===== src/rtl/hwu_pkg.sv =====
// Shared types, constants and arithmetic helpers for the Hebbian weight update block.
`timescale 1ns / 1ps
package hwu_pkg;

  localparam int DIM_DEFAULT = 16;
  localparam int CFG_IDX_W = 3;
  localparam int CFG_DATA_W = 32;
  localparam int MUL_W = 34;
  localparam int PROD_W = 2 * MUL_W;
  localparam logic [5:0] SIG_LAST = 6'd32;
  localparam logic [4:0] TANH_LAST = 5'd16;
  localparam logic [16:0] ONE_Q16 = 17'd65536;

  // Request opcodes.
  typedef enum logic [1:0] {
    OP_UPDATE = 2'd0,
    OP_APPLY  = 2'd1,
    OP_ENERGY = 2'd2,
    OP_NONE   = 2'd3
  } opcode_t;

  // Configuration register indexes.
  localparam logic [CFG_IDX_W-1:0] REG_GATE_GAIN      = 3'd0;
  localparam logic [CFG_IDX_W-1:0] REG_ENTROPY_CENTER = 3'd1;
  localparam logic [CFG_IDX_W-1:0] REG_BASE_RATE      = 3'd2;
  localparam logic [CFG_IDX_W-1:0] REG_DECAY_RATE     = 3'd3;
  localparam logic [CFG_IDX_W-1:0] REG_MEAN_KEEP      = 3'd4;

  // Result kinds.
  localparam logic KIND_APPLY  = 1'b0;
  localparam logic KIND_ENERGY = 1'b1;

  typedef struct packed {
    logic [1:0]         opcode;
    logic [5:0]         elem_index;
    logic signed [31:0] g_value;
    logic signed [31:0] r_value;
    logic signed [31:0] entropy;
    logic               final_elem;
  } req_t;

  typedef struct packed {
    logic               result_kind;
    logic [5:0]         out_index;
    logic signed [63:0] out_value;
    logic               run_end;
  } rsp_t;

  typedef enum logic [4:0] {
    S_CLEAR, S_IDLE, S_WR,
    S_EMA_G1, S_EMA_G2, S_EMA_G3, S_EMA_R2, S_EMA_R3,
    S_FIN,
    S_LR_MUL, S_LR_AX, S_LR_INT, S_LR_S, S_LR_RATE, S_LR_END,
    S_L_RD, S_L_P1, S_L_P2, S_L_H, S_L_RH, S_L_T, S_L_D, S_L_DM, S_L_W,
    S_A_RD, S_A_MUL, S_A_ACC, S_A_OUT,
    S_E_RD, S_E_MUL, S_E_ACC, S_E_OUT
  } state_t;

  // Round a Q16.16 product half up: floor(x / 2^16 + 1/2).
  function automatic logic signed [PROD_W-1:0] rnd16(input logic signed [PROD_W-1:0] x);
    logic signed [PROD_W-1:0] t;
    t = x + PROD_W'(32768);
    return t >>> 16;
  endfunction

  // Saturate to the signed 32-bit range.
  function automatic logic signed [31:0] sat32(input logic signed [PROD_W-1:0] x);
    logic signed [PROD_W-1:0] hi;
    logic signed [PROD_W-1:0] lo;
    hi = PROD_W'(64'sd2147483647);
    lo = -PROD_W'(64'sd2147483648);
    if (x > hi) return 32'sh7FFFFFFF;
    if (x < lo) return 32'sh80000000;
    return x[31:0];
  endfunction

  // Sigmoid samples, step 0.25 on [0, 8].
  function automatic logic [16:0] sig_tab(input logic [5:0] i);
    logic [16:0] v;
    unique case (i)
      6'd0: v = 17'd32768;  6'd1: v = 17'd36843;  6'd2: v = 17'd40793;
      6'd3: v = 17'd44511;  6'd4: v = 17'd47910;  6'd5: v = 17'd50941;
      6'd6: v = 17'd53580;  6'd7: v = 17'd55833;  6'd8: v = 17'd57723;
      6'd9: v = 17'd59287;  6'd10: v = 17'd60564; 6'd11: v = 17'd61598;
      6'd12: v = 17'd62427; 6'd13: v = 17'd63089; 6'd14: v = 17'd63614;
      6'd15: v = 17'd64026; 6'd16: v = 17'd64357; 6'd17: v = 17'd64614;
      6'd18: v = 17'd64815; 6'd19: v = 17'd64973; 6'd20: v = 17'd65097;
      6'd21: v = 17'd65193; 6'd22: v = 17'd65269; 6'd23: v = 17'd65328;
      6'd24: v = 17'd65373; 6'd25: v = 17'd65409; 6'd26: v = 17'd65437;
      6'd27: v = 17'd65459; 6'd28: v = 17'd65476; 6'd29: v = 17'd65489;
      6'd30: v = 17'd65500; 6'd31: v = 17'd65508; 6'd32: v = 17'd65514;
      default: v = 17'd65514;
    endcase
    return v;
  endfunction

  // Tanh samples, step 0.25 on [0, 4].
  function automatic logic [16:0] tanh_tab(input logic [4:0] i);
    logic [16:0] v;
    unique case (i)
      5'd0: v = 17'd0;      5'd1: v = 17'd16051;  5'd2: v = 17'd30285;
      5'd3: v = 17'd41625;  5'd4: v = 17'd49911;  5'd5: v = 17'd55593;
      5'd6: v = 17'd59320;  5'd7: v = 17'd61694;  5'd8: v = 17'd63178;
      5'd9: v = 17'd64096;  5'd10: v = 17'd64659; 5'd11: v = 17'd65002;
      5'd12: v = 17'd65212; 5'd13: v = 17'd65339; 5'd14: v = 17'd65417;
      5'd15: v = 17'd65463; 5'd16: v = 17'd65492;
      default: v = 17'd65492;
    endcase
    return v;
  endfunction

endpackage


===== src/rtl/hwu_mul.sv =====
// Shared signed multiplier with a registered product.
`timescale 1ns / 1ps
module hwu_mul (
  input  logic                                 clk,
  input  logic signed [hwu_pkg::MUL_W-1:0]     a,
  input  logic signed [hwu_pkg::MUL_W-1:0]     b,
  output logic signed [hwu_pkg::PROD_W-1:0]    p
);

  // Every datapath product of the block goes through this one register.
  always_ff @(posedge clk) begin
    p <= a * b;
  end

endmodule


===== config.mk =====
export PLATFORM = sky130hd
export DESIGN_NAME = hwu_mul
export DESIGN_NICKNAME = d
export VERILOG_FILES = /design/src/rtl/hwu_pkg.sv /design/src/rtl/hwu_mul.sv
export SDC_FILE = /design/constraint.sdc
export NUM_CORES = 2
export LEC_CHECK = 0
export BUFFER_PORTS_ARGS = -buffer_cell sky130_fd_sc_hd__buf_2
export CAP_MARGIN = 15
export CORE_UTILIZATION = 44
export DETAILED_ROUTE_END_ITERATION = 10
export GPL_TIMING_DRIVEN = 0
export MAX_ROUTING_LAYER = met4
export SLEW_MARGIN = 5
export SYNTH_ARGS = -nofsm -noshare
export SYNTH_HDL_FRONTEND = slang
export SYNTH_SLANG_ARGS = --single-unit

===== constraint.sdc =====
create_clock -name clk -period 14.5 [get_ports clk]
set_input_delay 0 -clock clk [delete_from_list [all_inputs] [get_ports clk]]
set_output_delay 0 -clock clk [all_outputs]
set_load 0.02 [all_outputs]

==> results.sh <==
export IMPL_grt_usage_pct=35.3
export IMPL_grt_pass1_wl_mm=238
export IMPL_synth_area_um2=43000
export IMPL_worst_ep_required_time_ns=14.80
export IMPL_top_regs="p (68)"
export IMPL_synthTopCellsByArea="fa_1 58%, inv_1 11%, and2_1 9.0%"
export IMPL_die_w_um=315
export IMPL_drc=0
export IMPL_fin_setup_tns_ns=0
export IMPL_crit_fanout=10
export IMPL_path_class="in -> reg"
export IMPL_synth_avg_cell_area_um2=9.45
export IMPL_setup_viol=0
export IMPL_final_cell_mix="1241 x fa_1, 1231 x inv_1, 621 x and2_1"
export IMPL_avgViaCountPerCell=5.28
export IMPL_gp_congestion=1.06
export IMPL_fill_cells=9490
export IMPL_grt_max_degree=18
export IMPL_die_area_um2=99000
export IMPL_layout_area_overhead_vs_synth_pct=6.45
export IMPL_io_buffer_count=130
export IMPL_synth_edf_count=0
export IMPL_drv_slew=0
export IMPL_tritoncts="built"
export IMPL_path_clk_slew_ns=0.07
export IMPL_fmax_mhz=108
export IMPL_dieHeight_um=315
export IMPL_drive_gt1_share_pct=4.25
export IMPL_cts_sinks=68
export IMPL_start_util_pct=44.5
export IMPL_timing_final_crit_period_ns=9.24
export IMPL_grt_pass1_vias=34500
export IMPL_ys_seq_area_share_pct=3.16
export IMPL_cts_buffer_depth=2
export IMPL_syn_inst=4554
export IMPL_postRouteAntennaNets=0
export IMPL_cts_htree_levels=3
export IMPL_core_area_um2=96700
export IMPL_clock_tree_root_cell="clkbuf_16"
export IMPL_largest_reg_flops=68
export IMPL_drtIter0Drc=2563
export IMPL_end_kind="register"
export IMPL_ys_ff_latch=68
export IMPL_routed_wl_mm=161
export IMPL_rows=114
export IMPL_cts_buffers=9
export IMPL_ys_types=69
export IMPL_syn_num_nets=6068
export IMPL_hpwl_mm=137
export IMPL_drt_met1_wl_mm=62.6
export IMPL_status="complete, no violations"
export IMPL_tightest_slew_ns=1.36
export IMPL_overflow=0
export IMPL_highest_layer="met4"
export IMPL_dr_pass1_iters=5
export IMPL_grt_setup_unrepaired="false"
export IMPL_async_reset_ff_share_pct=0
export IMPL_yosysTopAreaCell="fa_1"
export IMPL_hold_viol_final=0
export IMPL_finalCritPeriodShare_pct=63.7
export IMPL_top_register="p"
export IMPL_num_vias=31800
export IMPL_slew_headroom_pct=9.42
export IMPL_cp_start_kind="input port"
export IMPL_met2RoutedLength_mm=74.0
export IMPL_pin_count=137
export IMPL_yosys_warnings=0
export IMPL_wire_per_inst_um=26.8
export IMPL_cap_violations=0
export IMPL_nNetsFinal=6219
export IMPL_synth_flop_cell="dfxtp_1"
export IMPL_layout_commonest_cell="fa_1"
export IMPL_hold_path_class="in -> reg"
export IMPL_crit_arrival_ns=9.54
export IMPL_synth_top_area_share_pct=57.7
export IMPL_antenna_found_initial=37
export IMPL_wl_met3_mm=15.8
cell usage after synthesis, types with 9 or more instances:
cell type	count
nor2b_1	9
a21oi_1	61
nand2b_1	20
ha_1	204
fa_1	1241
inv_1	1231
o21bai_1	12
nand4_1	11
dfxtp_1	68
a21o_1	37
xnor2_1	56
clkbuf_1	214
nand3_1	11
and2_1	621
nor2_1	54
o21ai_0	31
nand2_1	542
xor2_1	23
area by class of cell:
cell class / count / area, um^2 / area share [%]
Buffer: 228 / 901 / 1.97
Sequential cell: 68 / 1360 / 2.97
Inverter: 1232 / 4620 / 10.1
Clock buffer: 9 / 225 / 0.492
Tap cell: 1276 / 1600 / 3.49
Timing Repair Buffer: 140 / 801 / 1.75
Clock inverter: 7 / 75.1 / 0.164
Multi-Input combinational cell: 3026 / 36100 / 78.9
Antenna cell: 30 / 75.1 / 0.164
cell families after synthesis:
group	Yosys count	share of synthesized area (%)
buf+inv	1460	12.8
simple gates	1296	15.4
fa+ha+maj	1445	63.7
flops	68	3.16
xor+xnor	79	1.61
compound gates	206	3.35
worst paths after layout:
| kind | from | to | slack, ns | cells after the start |
|---|---|---|---|---|
| worst min-delay path | a[1] | p[1]$_DFF_P_ | 0.15 | 3 |
| worst max-delay path | b[4] | p[64]$_DFF_P_ | 5.26 | 26 |
worst max-delay path: stages:
cell	delay, ns
clkbuf_1	0.54
clkbuf_1	0.88
nand2_1	0.19
fa_1	0.63
fa_1	0.74
inv_1	0.10
fa_1	0.48
inv_1	0.06
fa_1	0.48
fa_1	0.56
inv_1	0.06
fa_1	0.53
fa_1	0.50
inv_1	0.05
fa_1	0.50
inv_1	0.05
ha_1	0.53
nand2_1	0.15
o41ai_2	0.96
a21o_1	0.23
nand2_1	0.07
nand4b_1	0.35
a21bo_2	0.30
a21o_1	0.25
a311oi_2	0.14
xnor2_1	0.15
stage by stage:
stage,setup slack (ns),util [%],hold slack [ns],instances,instance area [um^2]
after floorplan,7.01,-,0.127,4554,43000
after global placement,4.88,46.8,0.416,5960,45300
after detailed placement,4.92,46.9,0.414,5966,45400
after CTS,5.35,47.2,0.125,5983,45700
after global routing,5.06,47.3,0.157,6005,45800
final,5.26,47.4,0.153,6016,45800
repair_timing:
item / CTS / global route
hold buffers: 1 / 0
hold endpoints to repair: 1 / 0
gates resized for setup: 0 / 0
setup buffers: 0 / 0
metal layers:
metal  GRT usage, %  vias to the layer above
met2           53.9                     1592
met5              -                        -
met4           16.4                        0
li1               -                    13100
met3           7.12                      398
met1           45.4                    16700
Power is not shown: default switching activity piles up to over one toggle a cycle in this logic, so the estimate is an artifact.
