==> src/rtl/hwu_ram.sv <==
// Generic single-write, single-read RAM with registered read data.
`timescale 1ns / 1ps
module hwu_ram #(
  parameter int WIDTH = 32,
  parameter int DEPTH = 16
) (
  input  logic                     clk,
  input  logic                     we,
  input  logic [$clog2(DEPTH)-1:0] waddr,
  input  logic [WIDTH-1:0]         wdata,
  input  logic [$clog2(DEPTH)-1:0] raddr,
  output logic [WIDTH-1:0]         rdata
);

  logic [WIDTH-1:0] mem [DEPTH];

  // One write and one registered read per cycle.
  always_ff @(posedge clk) begin
    if (we) begin
      mem[waddr] <= wdata;
    end
    rdata <= mem[raddr];
  end

endmodule

==> config.mk <==
export PLATFORM = sky130hd
export DESIGN_NAME = hwu_ram
export DESIGN_NICKNAME = d
export VERILOG_FILES = /design/src/rtl/hwu_ram.sv
export SDC_FILE = /design/constraint.sdc
export NUM_CORES = 1
export LEC_CHECK = 0
export BUFFER_PORTS_ARGS = -buffer_cell sky130_fd_sc_hd__buf_2
export CAP_MARGIN = 30
export CORE_ASPECT_RATIO = 0.7
export CORE_MARGIN = 2
export CORE_UTILIZATION = 55
export CTS_BUF_LIST = sky130_fd_sc_hd__clkbuf_16
export DETAILED_ROUTE_END_ITERATION = 12
export PLACE_DENSITY = 0.72
export SYNTH_ARGS = -nofsm -noshare
export SYNTH_HDL_FRONTEND = slang
export SYNTH_SLANG_ARGS = --single-unit
==> constraint.sdc <==
create_clock -name clk -period 11.9 [get_ports clk]
set_input_delay 2.38 -clock clk [delete_from_list [all_inputs] [get_ports clk]]
set_output_delay 2.38 -clock clk [all_outputs]
set_load 0.01 [all_outputs]
==> reports/summary.txt, run 1 <==
Status: finished, final reports clean
CP required: 12.34 ns
Die Span Y: 163 um
Initial Utilization: 55.5%
Most instantiated cells after synthesis: 512 x edfxtp_1, 128 x mux4_2, 64 x a22oi_1, 33 x nand2_1, 32 x dfxtp_1
Pleak: 7.21 nW
Synth unique cells: 18
Clock Tree Buf Depth: 3
Reg clk slew, reported paths: 0.06 ns
DR pass1 iterations: 5
H-tree depth: 2
Worst setup margin: 7.62 ns
Largest net degree at the start of global routing: 66
Die W: 231 um
Via count: 8846
Final max-slew violation count: 0
Initial antenna violation count: 3
Multi-input gate area: 3760 um2
CP Launch Type: primary input
Final Power: 0.00377 W
Final nets: 982
Reg2Reg Depth: 3
Final WL: 39000 um
Cell count after placement: 1371
Syn Area/Cell: 23.7 um2
Highest Clock Rate: 234 MHz
Final period utilization: 36.0%
Post-CTS sizing: 0
Rel. slew slack: 38.3%
GRT overflow: 0
Hpwl dp: 19200 um
WHS Path Cells: 3
Hold endpoint: rdata[5]
Root Driver: clkbuf_16
Top cells by area, synth: edfxtp_1 77%, mux4_2 15%, dfxtp_1 3.2%
Area leader, netlist: edfxtp_1
# hold bufs at CTS: 0
CTS tree: built
Seq cells post-synth: 544
Total GRT Usage: 21.3%
IO Pins: 74
Floorplan Core Area: 35800 um2
Setup TNS: 0 ns
P&R area growth vs syn: 12.7%
CP Capture Type: flip-flop
Predominant post-synthesis flop cell: edfxtp_1
Routed Antenna Nets: 0
CP Max Fanout: 65
# setup viols final: 0
CP Class: in2reg
Layout cells sized above 1: 31.4%
Detail-routed via count per cell: 6.07
First-pass GRT wire length: 57600 um
Number of global-route vias before repair: 8940
Hold WS: 0.667 ns
Most frequent cell after synthesis: edfxtp_1
Min-delay src: mem[14][5]
Synth Cell Area: 19900 um2
CTS sink count: 544
Post-route minimum period: 4.28 ns
Maximum vdd drop: 0.111 mV
Final number of hold-violating endpoints: 0
GP Congestion: 0.707
Place WS: 7.03 ns
Hold Crit Class: reg2reg
Post-detailed-route wirelength per cell: 26.8 um
Synth Instances: 838
Warnings from Yosys: 0
Unrepaired setup endpoints after global routing: false
TritonCTS Buffers: 47
Max cap viols: 0
Post-synth ARST share: 0%
Synth top area share: 77.4%
Initial DRC Count: 1045
# fillers: 2353
PortBufs: 73
Reg-to-reg endpoint: rdata[21]
Post-synth EDFFs: 512
Clk_skew: 0.0162 ns
Worst-Margin Slew: 0.926 ns
Flip-flop and latch area: 16000 um2
Non-filler cells, final: 1458
Post-CTS Setup Bufs: 0
Synth Net Count: 880
Reg2reg start: mem[9][21]
Sequential element share of the synthesized area: 80.7%
Clk_lat worst skew: 0.56 ns
Pwr dens: 168 nW/um2
Crit path arrival time: 4.72 ns
# DRC: 0
R2r setup slk: 10.59 ns
Std cell rows: 58
Die ar.: 37700 um2
-- cell usage in the layout, fill, tap and decap left out, drive strengths merged, types with 4 or more instances in the layout --
cell,count
a22oi,64
buf,95
clkbuf,50
clkinv,20
dfxtp,32
edfxtp,512
inv,14
mux4,128
nand2,33
nor2,13
nor3,4
-- per-stage QoR --
stage	util, %	area [um2]
2_1_floorplan	-	19900
3_3_place_gp	58.5	20900
3_5_place_dp	58.5	20900
4_1_cts	62.5	22400
5_1_grt	62.5	22400
6_report	62.5	22400
-- per-layer routing --
metal | track usage [%] | vias to the layer above | share of wire (%)
li1 | - | 3766 | -
met1 | 30.3 | 4712 | 41
met2 | 35.6 | 309 | 51
met3 | 3.54 | 55 | 6.3
met4 | 4.69 | 4 | 1.7
met5 | 0 | - | 0.062
-- how the worst max path moves through the flow --
stage	startpoint	end	slack (ns)	cells after the start
2_1_floorplan	waddr[2]	mem[0][0]	6.34	2
3_3_place_gp	raddr[1]	rdata[8]	7.07	5
3_5_place_dp	raddr[1]	rdata[8]	7.03	5
4_1_cts	raddr[1]	rdata[8]	7.62	5
5_1_grt	raddr[1]	rdata[8]	7.48	5
6_report	raddr[1]	rdata[0]	7.62	5
-- cell type report --
class                           count  area share [%]
Clock inverter                     37           0.945
Antenna cell                        1          0.0112
Clock buffer                       49            5.48
Tap cell                          480            2.68
Sequential cell                   544            71.6
Timing Repair Buffer               96            2.51
Multi-Input combinational cell    251            16.8
-- flip-flops by register name (all words and copies together), names as in the netlist --
signal  cells
mem       512
rdata      32
-- kinds of logic (layout without fill, tap and decap cells) --
kind of cell,Yosys count,in the layout,share of synthesized area [%]
AOI/OAI and AO/OA,64,64,2.42
muxes,128,128,14.5
buffers and inverters,43,182,1.12
and+or+nand+nor,59,59,1.27
DFF,544,544,80.7
other,0,1,0
-- power breakdown --
part	total, W	switching (W)	internal [W]
Combinational	0.000182	0.000107	0.0000756
Sequential	0.00215	0.0000139	0.00214
Clock	0.00143	0.000645	0.000786
Total	0.00377	0.000765	0.00300
-- critical path, stage by stage --
cell and delay (ns):
buf_4 0.67, buf_4 0.85, mux4_2 0.42, a22oi_1 0.24, nand2_1 0.07
Power figures use the tool's default switching activity.
==> inputs of run 2 (changes only) <==
clock period = 4.3 ns   (was 11.9 ns; I/O delays follow)
==> run 2 against run 1 <==
Net effect: total power grew to 2.9 times the previous value; critical path depth is 1 lower; design area rose by 1.8%; cell count is 1.3% higher; clock skew up 0.0041 ns; via count grew 4.1%.
==> reports/summary.txt, run 2 (synthesis results as in run 1) <==
Post-CTS Setup Bufs: 0 (unchanged)
Final period utilization: 54.3%
Clk_lat worst skew: 0.58 ns (was 0.56 ns)
Die Span Y: 163 um (unchanged)
Reg clk slew, reported paths: 0.07 ns (was 0.06 ns)
PortBufs: 73 (unchanged)
Commonest non-fill, non-tap cell in the layout: edfxtp_1 (unchanged)
CP Capture Type: flip-flop (unchanged)
R2r setup slk: 2.79 ns (was 10.59 ns)
Grt met3 use: 4.92% (was 3.54%)
Clock Tree Buf Depth: 3 (unchanged)
Place WS: 1.41 ns (was 7.03 ns)
H-tree depth: 2 (unchanged)
GP Congestion: 0.752 (was 0.707)
IO Pins: 74 (unchanged)
Rel. slew slack: 39.1% (was 38.3%)
Delay-heaviest family, CP: simple AND/OR/NAND/NOR gates (was buffers and inverters)
Initial Utilization: 55.5% (unchanged)
# fillers: 2301 (was 2353)
Total stage count of the critical path: 4 (was 5)
Clock network power share: 40.1% (was 38.0%)
CP max-delay cell: nor2_4 (was buf_4)
Reg-to-reg endpoint: rdata[27] (was rdata[21])
Detail-routed via count per cell: 6.23 (was 6.07)
Met1 Use GR: 32.8% (was 30.3%)
Hold Crit Class: in2reg (was reg2reg)
Comb pwr share: 5.0% (was 4.8%)
Hpwl dp: 22600 um (was 19200 um)
CP Class: in2reg (unchanged)
CTS sink count: 544 (unchanged)
Final nets: 998 (was 982)
Critical Path Source: waddr[2] (was raddr[1])
Highest Clock Rate: 428 MHz
Worst-path cell chain: buf_2, or3b_2, nor2_4, buf_4 (was buf_4, buf_4, mux4_2, a22oi_1, nand2_1)
Worst setup margin: 1.97 ns (was 7.62 ns)
Initial DRC Count: 1090 (was 1045)
Reg2Reg Depth: 3 (unchanged)
Initial antenna violation count: 2 (was 3)
Number of global-route vias before repair: 9447 (was 8940)
Pwr dens: 477 nW/um2 (was 168 nW/um2)
Max reg flops: 512 (unchanged)
Status: finished, final reports clean (unchanged)
Worst setup path end: mem[3][28] (was rdata[0])
Final max-slew violation count: 0 (unchanged)
Net Sw Frac: 20.6% (was 20.3%)
Pleak: 7.36 nW (was 7.21 nW)
Worst-Margin Slew: 0.912 ns (was 0.926 ns)
Psw: 0.00224 W (was 0.000765 W)
Final WL: 41800 um (was 39000 um)
Crit path largest cell delay: 0.74 ns (was 0.85 ns)
Met2 Usage GRT: 36.4% (was 35.6%)
Std cell rows: 58 (unchanged)
Crit path buf inv count: 2 (unchanged)
Setup TNS: 0 ns (unchanged)
P&R area growth vs syn: 14.7% (was 12.7%)
Root Driver: clkbuf_16 (unchanged)
CP Max Fanout: 22 (was 65)
Internal power: 0.00862 W (was 0.00300 W)
Layout cells sized above 1: 33.3% (was 31.4%)
Unrepaired setup endpoints after global routing: false (unchanged)
Die ar.: 37700 um2 (unchanged)
Post-route minimum period: 2.33 ns
Crit path arrival time: 2.60 ns (was 4.72 ns)
Largest Register: mem (unchanged)
Largest net degree at the start of global routing: 42 (was 66)
Most Crowded Layer GR: met2 (unchanged)
TritonCTS Buffers: 48 (was 47)
Floorplan Core Area: 35800 um2 (unchanged)
Sequential power share: 54.9% (was 57.2%)
# setup viols final: 0 (unchanged)
DR pass1 iterations: 5 (unchanged)
Via count: 9207 (was 8846)
Die W: 231 um (unchanged)
# DRC: 0 (unchanged)
Post-CTS sizing: 0 (unchanged)
CTS tree: built (unchanged)
GRT overflow: 0 (unchanged)
# hold bufs at CTS: 0 (unchanged)
Reg2reg start: mem[3][27] (was mem[9][21])
Regs by FF count: mem (512), rdata (32) (unchanged)
Max cap viols: 0 (unchanged)
Total GRT Usage: 22.9% (was 21.3%)
Clk_skew: 0.0203 ns (was 0.0162 ns)
Commonest non-fill, non-tap cells in the layout: 512 x edfxtp_1, 128 x mux4_2, 71 x buf_2 (unchanged)
CP required: 4.57 ns (was 12.34 ns)
First-pass GRT wire length: 61900 um (was 57600 um)
Post-detailed-route wirelength per cell: 28.3 um (was 26.8 um)
Maximum vdd drop: 0.363 mV (was 0.111 mV)
CP Launch Type: primary input (unchanged)
Final number of hold-violating endpoints: 0 (unchanged)
Routed Antenna Nets: 0 (unchanged)
## run 2: cell count changes in the layout (fill, tap and decap cells not counted), sizes merged
| cell | before | now |
|---|---|---|
| bufinv | 2 | 6 |
| clkinv | 20 | 24 |
| clkinvlp | 1 | 5 |
| clkbuf | 50 | 51 |
| buf | 95 | 110 |
| inv | 14 | 5 |
## run 2: layer usage
layer	up-vias	wire (um)	part of all wire, %
met5	-	0	0
met4	0	973	2.3
met3	65	3040	7.3
met2	423	20200	48
met1	4916	17600	42
li1	3803	-	-
## run 2: worst min path at each step
stage,start,end,depth (start not counted)
2_1_floorplan,mem[14][0],rdata[0],3
6_report,wdata[12],mem[11][12],1
3_5_place_dp,mem[12][5],rdata[5],3
4_1_cts,wdata[12],mem[11][12],1
5_1_grt,wdata[12],mem[8][12],1
3_3_place_gp,mem[14][25],rdata[25],3
## run 2: final cells by class
type                            count  area, um2  area share, %
Multi-Input combinational cell    251       3750           16.5
Timing Repair Buffer              111        807           3.54
Antenna cell                        1       2.50         0.0110
Clock buffer                       50       1250           5.49
Clock inverter                     40        355           1.56
Sequential cell                   544      16000           70.3
Tap cell                          480        601           2.64
## run 2: metrics by stage
step,std cells,total power (W),hold WS (ns),utilization [%],area [um2]
final,1477,0.0109,0.652,63.7,22800
after floorplan,838,0.00637,0.635,-,19900
after CTS,1475,0.0109,0.630,63.6,22800
after global placement,1381,0.00660,0.651,58.9,21100
after detailed placement,1385,0.00662,0.653,59.1,21200
after global routing,1477,0.0112,0.643,63.7,22800
## run 2: power groups by stage
stage	registers (W)	clock network (W)	logic, W
after global routing	0.00597	0.00462	0.000580
final	0.00597	0.00436	0.000538
after CTS	0.00597	0.00443	0.000542
after floorplan	0.00608	0	0.000285
after global placement	0.00608	0	0.000524
after detailed placement	0.00608	0	0.000540
